`config.mk`:
```
export PLATFORM = sky130hd
export DESIGN_NAME = stbs_ctrl
export DESIGN_NICKNAME = d
export VERILOG_FILES = /design/src/design/stbs_pkg.sv /design/src/design/stbs_ctrl.sv
export SDC_FILE = /design/constraint.sdc
export NUM_CORES = 1
export LEC_CHECK = 0
export BUFFER_PORTS_ARGS = -buffer_cell sky130_fd_sc_hd__buf_2
export CAP_MARGIN = 15
export CELL_PAD_IN_SITES_DETAIL_PLACEMENT = 0
export CELL_PAD_IN_SITES_GLOBAL_PLACEMENT = 2
export CORE_AREA = 2 2 39 41
export DETAILED_ROUTE_END_ITERATION = 10
export DIE_AREA = 0 0 41 43
export PLACE_DENSITY = 0.62
export SLEW_MARGIN = 10
export SYNTH_ARGS = -nofsm -noshare
export SYNTH_HDL_FRONTEND = slang
export SYNTH_SLANG_ARGS = --single-unit
```
`constraint.sdc`:
```
create_clock -name clk -period 1.2 [get_ports clk]
set_input_delay 0.24 -clock clk [delete_from_list [all_inputs] [get_ports clk]]
set_output_delay 0.24 -clock clk [all_outputs]
set_load 0.1 [all_outputs]
```
`src/design/stbs_pkg.sv`:
```
`timescale 1ns / 1ps

package stbs_pkg;

  localparam int TABLE_DEPTH = 1024;
  localparam int ADDR_W      = $clog2(TABLE_DEPTH);
  localparam int COUNT_W     = $clog2(TABLE_DEPTH + 1);
  localparam int VALUE_W     = 32;
  localparam int REQ_W       = 2;
  localparam int POS_W       = 11;

  localparam logic [REQ_W-1:0] REQ_CLEAR  = 2'd0;
  localparam logic [REQ_W-1:0] REQ_APPEND = 2'd1;
  localparam logic [REQ_W-1:0] REQ_SEARCH = 2'd2;

  typedef struct packed {
    logic clear;
    logic append;
    logic load_key;
    logic rd_mid;
    logic rd_lo;
    logic step;
    logic set_found;
    logic load_out;
  } stbs_cmd_t;

  typedef struct packed {
    logic lo_lt_hi;
    logic out_free;
  } stbs_status_t;

endpackage

```
`src/design/stbs_ctrl.sv`:
```
`timescale 1ns / 1ps

module stbs_ctrl (
  input  logic                      clk,
  input  logic                      rst,
  input  logic                      in_valid,
  output logic                      in_ready,
  input  logic [stbs_pkg::REQ_W-1:0] req_type,
  input  stbs_pkg::stbs_status_t    status,
  output stbs_pkg::stbs_cmd_t       cmd
);
  import stbs_pkg::*;

  localparam logic [2:0] ST_IDLE      = 3'd0;
  localparam logic [2:0] ST_PROBE     = 3'd1;
  localparam logic [2:0] ST_PROBE_CMP = 3'd2;
  localparam logic [2:0] ST_FIN_CMP   = 3'd3;
  localparam logic [2:0] ST_HOLD      = 3'd4;

  logic [2:0] state;
  logic [2:0] state_next;

  always_ff @(posedge clk) begin
    if (rst) begin
      state <= ST_IDLE;
    end else begin
      state <= state_next;
    end
  end

  always_comb begin
    state_next = state;
    cmd        = '0;
    in_ready   = 1'b0;
    unique case (state)
      ST_IDLE: begin
        in_ready = 1'b1;
        if (in_valid) begin
          unique case (req_type)
            REQ_CLEAR:  cmd.clear = 1'b1;
            REQ_APPEND: cmd.append = 1'b1;
            REQ_SEARCH: begin
              cmd.load_key = 1'b1;
              state_next   = ST_PROBE;
            end
            default: ;
          endcase
        end
      end
      ST_PROBE: begin
        if (status.lo_lt_hi) begin
          cmd.rd_mid = 1'b1;
          state_next = ST_PROBE_CMP;
        end else begin
          cmd.rd_lo  = 1'b1;
          state_next = ST_FIN_CMP;
        end
      end
      ST_PROBE_CMP: begin
        cmd.step   = 1'b1;
        state_next = ST_PROBE;
      end
      ST_FIN_CMP: begin
        cmd.set_found = 1'b1;
        state_next    = ST_HOLD;
      end
      ST_HOLD: begin
        if (status.out_free) begin
          cmd.load_out = 1'b1;
          state_next   = ST_IDLE;
        end
      end
      default: state_next = ST_IDLE;
    endcase
  end

endmodule

```
; Word level (Yosys, flattened, before mapping)
; Index checks and enable logic that the tools add are counted.
; W data, S select, Z words.
[totals]
reg_bits = 3
output_inout_bits = 9
word_cells = 31
[classes]
n_eq_ne = 9
muxes = 18
n_reduce_logical = 3
[op_table]
columns = cell, n
row1 = $mux W3, 5
row2 = $pmux W3 S5, 1
row3 = $mux W1, 11
row4 = $eq A3 B2 Y1 const B, 2
row5 = $ne A2 B2 Y1 const B, 2
row6 = $eq A3 B1 Y1 const B, 1
row7 = $eq A3 B3 Y1 const B, 1
row8 = $logic_not A3 Y1, 1
row9 = $reduce_and A3 Y1, 1
row10 = $eq A2 B1 Y1 const B, 1
row11 = $eq A2 B2 Y1 const B, 1
row12 = $logic_not A2 Y1, 1
row13 = $mux W2, 1
row14 = $ne A2 B1 Y1 const B, 1

; Depth between registers and ports, before layout
; Gate-level depths: netlist (run 1).
[depth]
depth_word = 4
depth_mapped = 2

; Least setup slack after synthesis (run 1)
; OpenSTA, ideal clock, no wires.
[synth_timing]
path_type = register to output
start = register state[2]
end = output cmd[6] (netlist name)
arrival_ps = 3603
setup_slack_ps = -2643
path_stages_with_launch = 3
n_path_buf = 0
path_cell_list = dfxtp_1 > nor3_1 > and4b_1
[synth_lines]
columns = element, line
row1 = "start, declared", stbs_ctrl.sv:20  ; logic [2:0] state;
row2 = "start signal, assigned", stbs_ctrl.sv:27  ; state <= state_next;
row3 = "end, declared", stbs_ctrl.sv:10  ; output stbs_pkg::stbs_cmd_t cmd

==> results of run 1 <==
worst paths after layout:
kind | slack [ns] | cells past startpoint | end
max | -0.38 | 4 | cmd[7]
min | 0.22 | 2 | state[1]
max reg2reg | 0.07 | 4 | state[2]
min reg2reg | 0.59 | 2 | state[0]
metrics by stage:
stage | std cells | setup WS (ns)
6_report | 69 | -0.3823
5_1_grt | 69 | -0.4320
4_1_cts | 69 | -0.3886
3_5_place_dp | 61 | -0.1865
3_3_place_gp | 61 | -0.1720
2_1_floorplan | 22 | -0.8641
final cells by class:
cell class,instances,area [um^2],area share
clock buffer,4,26.28,0.03925
inverter,2,7.507,0.01121
multi-input combinational,17,212.7,0.3178
sequential,3,66.31,0.09907
tap,16,20.02,0.02991
timing repair buffer,27,336.6,0.5028
layer usage:
layer / global-route usage / part of all wire
met4: 0.1200 / 0.033
met2: 0.2031 / 0.63
met1: 0.07395 / 0.26
met3: 0.03141 / 0.077
met5: 0 / 0
power by group:
part | total, mW | switching, mW | internal (mW)
Sequential | 0.113 | 0.00716 | 0.105
Combinational | 0.328 | 0.181 | 0.147
Clock | 0.181 | 0.0558 | 0.125
cells in the final DEF (no fill, tap or decap):
cell / synthesis / final
buf_12: 0 / 11
buf_4: 0 / 7
buf_2: 0 / 6
nor2_4: 0 / 3
clkbuf_4: 0 / 3
buf_6: 0 / 3
inv_1: 2 / 2
nor2_1: 5 / 2
dfxtp_2: 0 / 2
and3b_2: 1 / 1
nor3_4: 0 / 1
nor3b_4: 0 / 1
or3b_4: 0 / 1
and4b_4: 0 / 1
nand3b_1: 1 / 1
nor4_4: 0 / 1
and4bb_4: 0 / 1
and3_4: 0 / 1
a32o_1: 1 / 1
o21a_1: 1 / 1
a2111oi_4: 0 / 1
clkbuf_1: 0 / 1
dfxtp_4: 0 / 1
cells by family after synthesis:
kind of cell	Yosys count
AOI/OAI and AO/OA	3
DFF	3
buffers and inverters	2
and+or+nand+nor	14
synth_stat cells:
| master | n | share of area |
|---|---|---|
| and4bb_2 | 1 | 0.065 |
| and4b_1 | 1 | 0.052 |
| a2111oi_2 | 1 | 0.078 |
| inv_1 | 2 | 0.039 |
| o21a_1 | 1 | 0.039 |
| or3b_1 | 1 | 0.045 |
| and3b_2 | 1 | 0.052 |
| and3_1 | 1 | 0.032 |
| nor3b_1 | 1 | 0.039 |
| nor4_1 | 1 | 0.032 |
| a32o_1 | 1 | 0.052 |
| nand3b_1 | 1 | 0.039 |
| dfxtp_1 | 3 | 0.31 |
| nor3_1 | 1 | 0.026 |
| nor2_1 | 5 | 0.097 |
repair_timing:
item                                    CTS  global route
setup buffers                             4             1
gates resized for setup                   9             2
hold buffers                              0             0
endpoints found under the hold margin     0             0
pin swaps                                 7             0
endpoints found under the setup margin    9            10
==> flow_metrics.py, run 1 <==
metrics = {
    "status": {
        "status": "finished, violations left",
        "violations": "setup timing",
    },
    "global_routing": {
        "overflow": 0,
        "grt_pass1_wl_mm": 1.207,
        "grt_max_degree": 5,
        "antenna_found_initial": 0,
        "grt_pass1_vias": 327,
        "groute.usage.overall": 0.1124,
    },
    "timing": {
        "worst_pin_slew_ns": 0.2654,
        "finClkSkew_ns": 0.004315,
        "grt_setup_unrepaired": "true",
        "period_share": 1.319,
        "finalWorstSetupSlack_ns": -0.3823,
        "setup_tns_ns": -2.935,
        "hold_viol": 0,
        "period_minus_slack_ns": 1.582,
        "setup_viol": 9,
        "holdWs_ns": 0.2206,
        "relSlewSlack": 0.8217,
        "slew_viol_final": 0,
        "fmax_mhz": 632.0,
    },
    "critical_path": {
        "crit_buf_inv": 2,
        "r2r_start": "state[0]",
        "cp_max_fo": 4,
        "cp_top_family": "simple AND/OR/NAND/NOR gates",
        "cp_common_cell": "buf_12",
        "endpoint_kind": "primary output",
        "slowest_stage": "dfxtp_2",
        "critPathMaxStageDelay_ns": 0.33,
        "startpoint": "state[0]",
        "crit_chain": "buf_12 > nor3_4 > and4bb_4 > buf_12",
        "worstSetupPathType": "reg -> out",
        "critPathLaunchType": "flop",
        "cp.required_ns": 0.96,
        "critPathArrivalTime_ns": 1.34,
    },
    "yosys": {
        "yosysUniqueCellTypes": 15,
        "syn_nets": 29,
        "synth_mux_area_frac": 0,
        "ys_ff_latch": 3,
        "synth-warning-count": 0,
        "synth_compound_area_frac": 0.1688,
        "netlist_area_um2": 192.7,
        "synth_adder_area_share": 0,
        "synth_top_family_by_area": "simple AND/OR/NAND/NOR gates",
        "synthSimpleGateAreaFrac": 0.4805,
        "ys_seq_area_frac": 0.3117,
        "synth_xor_area_frac": 0,
        "postSynthCellCount": 22,
        "syn_area_per_cell_um2": 8.758,
    },
    "floorplanning": {
        "io_pins": 16,
        "core-area_mm2": 0.001384,
        "die_area_mm2": 0.001763,
        "initial_core_util": 0.1392,
        "num_rows": 14,
        "chipWidth_um": 41,
        "die_y_um": 43,
    },
    "clock_tree": {
        "cts_buffer_depth": 2,
        "cts_tree": "built",
        "clkLatencyLatePin_ns": 0.24,
        "clock-sinks": 3,
        "clkTransAtPathRegs_ns": 0.04,
        "htreeDepth": 1,
        "cts_root_buf": "clkbuf_4",
        "cts_made_buffers": 3,
    },
    "finish": {
        "largest_reg_flops": 3,
        "antennaDiodeCount": 0,
        "area_growth_pct": 247.4,
        "fin_area_um2": 669.4,
        "largest-register": "state",
        "drive_gt1_frac": 0.8491,
        "fillers": 128,
        "reg.largest.list": "state x3",
        "nets": 61,
        "postLayoutCoreUtil": 0.4837,
    },
    "route": {
        "dr.pass1.iters": 1,
        "drt-vias-per-instance": 4.406,
        "drc_errors": 0,
        "vias": 304,
        "drt_iter0_markers": 0,
        "drtAntennaViolNets": 0,
        "finalWirelength_um": 736,
        "routedWlPerCell_um": 10.67,
    },
    "placed_design": {
        "finalWeightedCongestion": 0.6269,
        "portBuffers": 15,
        "place_hpwl_um": 561.4,
        "placed_area_um2": 566.8,
    },
    "power": {
        "p_total_uw": 620.9,
        "vdd_drop_max_mv": 0.4872,
        "cellPowerDensity_mw_per_mm2": 927.6,
        "power_leakage_nw": 0.2788,
    },
    "worst_hold_path": {
        "holdCritStartpoint": "rst",
        "hold_class": "in -> reg",
    },
    "job": {
        "max_cap_viol_count": 0,
    },
}
No activity file was read; power rests on OpenSTA's default activity.
==> run 2: changes to the inputs <==
Clock period 1.2 ns to 1.6 ns, I/O delays scaled along.
==> run 2 against run 1 <==
Effect of this change: the run still ends with setup timing left; first-iteration DRC count grew 2; global-route usage shrank 1.9 points; critical path depth shrank 1; largest cell class unchanged; highest routed layer unchanged.
==> flow_metrics.py, run 2 (synthesis results as in run 1) <==
metrics = {
    "finish": {
        "nets": 55,
        "reg.largest.list": "state x3",
        "final_cells": 63,
        "largest-register": "state",
        "final_common_cell": "buf_12",
        "multi_input_area_um2": 188.9,
        "largest_reg_flops": 3,
        "postLayoutCoreUtil": 0.4159,
        "regArea_um2": 66.31,
        "drive_gt1_frac": 0.8085,
        "area_growth_pct": 198.7,
        "fillers": 134,
        "antennaDiodeCount": 0,
        "final_cell_mix": "9 x buf_12, 6 x buf_2",
    },
    "clock_tree": {
        "clkTransAtPathRegs_ns": 0.04,
        "cts_root_buf": "clkbuf_4",
        "clock-sinks": 3,
        "cts_buffer_depth": 2,
        "cts_made_buffers": 3,
        "htreeDepth": 1,
        "cts_tree": "built",
        "clkLatencyLatePin_ns": 0.23,
    },
    "timing": {
        "relSlewSlack": 0.8180,
        "slew_viol_final": 0,
        "finalWorstSetupSlack_ns": -0.04810,
        "worst_pin_slew_ns": 0.2724,
        "setup_viol": 5,
        "period_share": 1.030,
        "hold_viol": 0,
        "grt_setup_unrepaired": "true",
        "period_minus_slack_ns": 1.648,
        "fmax_mhz": 606.8,
        "finClkSkew_ns": 0.0008851,
        "holdWs_ns": 0.2894,
    },
    "worst_hold_path": {
        "hold_end": "state[1]",
        "hold_class": "in -> reg",
        "holdPathStages": 2,
        "holdCritStartpoint": "rst",
    },
    "global_routing": {
        "use_met2": 0.1406,
        "antenna_found_initial": 0,
        "grt_pass1_vias": 261,
        "busiest_layer": "met2",
        "grtUsageMet1": 0.09295,
        "grt_max_degree": 8,
        "use_met3": 0.03665,
        "groute.usage.overall": 0.09328,
        "grt_pass1_wl_mm": 1.062,
        "overflow": 0,
    },
    "placed_design": {
        "dp_slack_ns": 0.1098,
        "finalWeightedCongestion": 0.6421,
        "portBuffers": 15,
        "place_hpwl_um": 492.3,
        "dp_cells": 55,
    },
    "critical_path": {
        "r2r_setup_slack_ns": 0.58,
        "r2r_start": "state[1]",
        "worstSetupPathType": "reg -> out",
        "critPathLaunchType": "flop",
        "cp.required_ns": 1.28,
        "cp_max_fo": 5,
        "reg2regPathDepth": 3,
        "critPathArrivalTime_ns": 1.33,
        "timing.rr.end": "state[2]",
        "endpoint_kind": "primary output",
    },
    "floorplanning": {
        "num_rows": 14,
        "io_pins": 16,
        "chipWidth_um": 41,
        "die_y_um": 43,
        "initial_core_util": 0.1392,
        "core-area_mm2": 0.001384,
        "die_area_mm2": 0.001763,
    },
    "route": {
        "dr.pass1.iters": 2,
        "finalWirelength_um": 674,
        "vias": 276,
        "drc_errors": 0,
        "drtAntennaViolNets": 0,
        "drt-vias-per-instance": 4.381,
        "routedWlPerCell_um": 10.70,
        "drt_iter0_markers": 2,
    },
    "status": {
        "status": "finished, violations left",
        "violations": "setup timing",
    },
    "power": {
        "vdd_drop_max_mv": 0.3488,
        "p_sw_frac": 0.3955,
        "power_frac_seq": 0.194,
        "p_sw_uw": 172.6,
        "p_clk_frac": 0.303,
        "p_int_uw": 263.9,
        "cellPowerDensity_mw_per_mm2": 758.4,
        "combPwrFrac": 0.503,
        "power_leakage_nw": 0.2410,
    },
    "job": {
        "max_cap_viol_count": 0,
    },
}
## run 2: power by group through the flow
stage / logic, mW / registers, mW / clock network [mW]
after floorplan: 0.119 / 0.0899 / 0
after global placement: 0.193 / 0.0862 / 0
after detailed placement: 0.194 / 0.0865 / 0
after CTS: 0.210 / 0.0839 / 0.139
after global routing: 0.228 / 0.0852 / 0.150
final: 0.220 / 0.0845 / 0.132
## run 2: worst max path at each step
stage,slack (ns),cells after the start,start,endpoint
final,-0.05,3,state[1],cmd[3]
after global placement,0.12,3,state[2],cmd[3]
after global routing,-0.09,4,state[0],cmd[6]
after CTS,-0.06,4,state[0],cmd[6]
after detailed placement,0.11,3,state[2],cmd[3]
after floorplan,-0.54,2,state[1],cmd[6]
## run 2: cell type report
type / instances / share of cell area
timing repair buffer: 21 / 0.4630
inverter: 2 / 0.01304
tap: 16 / 0.03478
clock buffer: 4 / 0.04565
multi-input combinational: 17 / 0.3283
sequential: 3 / 0.1152
## run 2: per-stage QoR
step	instance area, um^2	setup TNS [ns]	power (mW)
final	575.6	-0.1839	0.4365
after CTS	554.3	-0.2361	0.4325
after detailed placement	496.7	0	0.2810
after global placement	496.7	0	0.2791
after floorplan	251.5	-1.839	0.2091
after global routing	575.6	-0.4415	0.4639
## run 2: layer usage
metal  vias up  wire length, um
met5         -                0
met4         0               17
met3         2               60
met2        14              359
met1       124              237
li1        136                -
## run 2: what timing repair did
action | 4_1_cts | 5_1_grt
buffers inserted | 3 | 1
resized for setup | 3 | 3
gates cloned | 0 | 0
setup endpoints to repair | 5 | 7
pin swaps | 5 | 4
hold buffers | 0 | 0
## run 2: worst max-delay path, cell delays in order (launching register included)
cell and delay (ns):
dfxtp_4 0.36, or3b_4 0.44, nor2_4 0.12, buf_12 0.18
==> run 3: changes to the inputs <==
Settings changed: CORE_AREA 2 2 39 41 to 4 4 41 43, DIE_AREA 0 0 41 43 to 0 0 45 47.
==> run 3 against run 2 <==
Effect of this change: the flow still finishes with violations (setup timing); die area increased by 20%; maximum frequency decreased by 1.5%; sequential power about the same; setup slack got worse by 0.025 ns; clock-buffer cell count unchanged; clock skew increased by 0.0014 ns; global-route usage decreased by 1.5 points; cell count unchanged; routed wire length unchanged; power decreased by 2.9%; non-clock buffer count increased by 1; critical path type unchanged.
==> flow_metrics.py, run 3 (synthesis results as in run 1) <==
metrics = {
    "status": {
        "status": "finished, violations left",
        "violations": "setup timing",
    },
    "route": {
        "dr.pass1.iters": 3,
        "vias": 266,
        "routedWlPerCell_um": 10.70,
        "drt_iter0_markers": 1,
        "drtAntennaViolNets": 0,
        "drc_errors": 0,
        "finalWirelength_um": 674,
        "drt-vias-per-instance": 4.222,
    },
    "critical_path": {
        "reg2regPathDepth": 3,
        "endpoint_kind": "primary output",
        "slowest_stage": "dfxtp_4",
        "critPathLaunchType": "flop",
        "worstSetupPathType": "reg -> out",
        "cp_max_fo": 7,
        "crit_end": "cmd[6]",
        "r2r_setup_slack_ns": 0.51,
        "startpoint": "state[0]",
        "critPathMaxStageDelay_ns": 0.35,
        "cp.depth": 4,
        "r2r_start": "state[1]",
        "timing.rr.end": "state[0]",
        "cp_top_family": "simple AND/OR/NAND/NOR gates",
        "crit_chain": "buf_6 > nor3_4 > and4b_4 > buf_12",
        "critPathArrivalTime_ns": 1.35,
        "cp.required_ns": 1.28,
        "crit_buf_inv": 2,
    },
    "placed_design": {
        "finalWeightedCongestion": 0.7054,
        "dp_slack_ns": 0.06402,
        "placed_area_um2": 495.5,
        "portBuffers": 15,
        "place_hpwl_um": 505.4,
    },
    "finish": {
        "final_cell_mix": "9 x buf_12, 6 x buf_2, 6 x buf_4",
        "fin_area_um2": 573.1,
        "final_common_cell": "buf_12",
        "largest-register": "state",
        "drive_gt1_frac": 0.8125,
        "nets": 56,
        "fillers": 135,
        "reg.largest.list": "state x3",
        "antennaDiodeCount": 0,
        "area_growth_pct": 197.4,
        "largest_reg_flops": 3,
    },
    "clock_tree": {
        "cts_root_buf": "clkbuf_4",
        "cts_made_buffers": 3,
        "htreeDepth": 1,
        "clock-sinks": 3,
        "cts_buffer_depth": 2,
        "cts_tree": "built",
        "clkTransAtPathRegs_ns": 0.03,
        "clkLatencyLatePin_ns": 0.23,
        "ctsHoldBuffers": 0,
    },
    "global_routing": {
        "grt_max_degree": 8,
        "groute.usage.overall": 0.07808,
        "grt_pass1_vias": 274,
        "overflow": 0,
        "grt_pass1_wl_mm": 1.117,
        "antenna_found_initial": 0,
    },
    "floorplanning": {
        "die_y_um": 47,
        "io_pins": 16,
        "chipWidth_um": 45,
        "core-area_mm2": 0.001301,
        "die_area_mm2": 0.002115,
        "initial_core_util": 0.1481,
        "num_rows": 13,
    },
    "power": {
        "vdd_drop_max_mv": 0.4349,
        "power_leakage_nw": 0.2476,
        "p_total_uw": 423.9,
        "cellPowerDensity_mw_per_mm2": 739.8,
    },
    "worst_hold_path": {
        "hold_class": "in -> reg",
        "holdCritStartpoint": "rst",
    },
    "timing": {
        "finClkSkew_ns": 0.002283,
        "setup_viol": 4,
        "finalWorstSetupSlack_ns": -0.07312,
        "relSlewSlack": 0.8266,
        "worst_pin_slew_ns": 0.2581,
        "slew_viol_final": 0,
        "period_minus_slack_ns": 1.673,
        "grt_setup_unrepaired": "true",
        "hold_viol": 0,
        "holdWs_ns": 0.3043,
        "period_share": 1.046,
        "fmax_mhz": 597.7,
    },
    "job": {
        "max_cap_viol_count": 0,
    },
}
## run 3: area by class of cell
cell class / count / area, um^2 / area share
sequential: 3 / 71.32 / 0.1245
clock buffer: 4 / 26.28 / 0.04585
multi-input combinational: 17 / 182.7 / 0.3188
tap: 15 / 18.77 / 0.03275
inverter: 2 / 7.507 / 0.01310
timing repair buffer: 22 / 266.5 / 0.4651
## run 3: worst min path at each step
stage / endpoint / slack, ns / depth (start not counted)
after floorplan: state[1] / 0.38 / 1
after global placement: state[0] / 0.49 / 1
after detailed placement: state[0] / 0.49 / 1
after CTS: state[1] / 0.30 / 2
after global routing: state[0] / 0.30 / 2
final: state[0] / 0.30 / 2
## run 3: what timing repair did
item | CTS | global route
endpoints found under the setup margin | 4 | 6
resized for setup | 4 | 1
buffers inserted | 3 | 2
pin swaps | 4 | 4
## run 3: per-stage QoR
step,std cells,TNS (ns),util
finish,63,-0.2229,0.4404
global route,63,-0.5079,0.4404
CTS,61,-0.3055,0.4269
detailed placement,54,0,0.3808
global placement,54,0,0.3808
floorplan,22,-1.839,-
## run 3: power breakdown
group | total (mW) | internal (mW) | switching, mW
registers | 0.0844 | 0.0771 | 0.00723
logic | 0.209 | 0.0850 | 0.124
clock network | 0.131 | 0.0933 | 0.0377
## run 3: metal layers
layer / share of wire / GRT usage
met5: 0 / 0
met2: 0.50 / 0.1243
met3: 0.098 / 0.02682
met4: 0 / 0.08772
met1: 0.39 / 0.07466
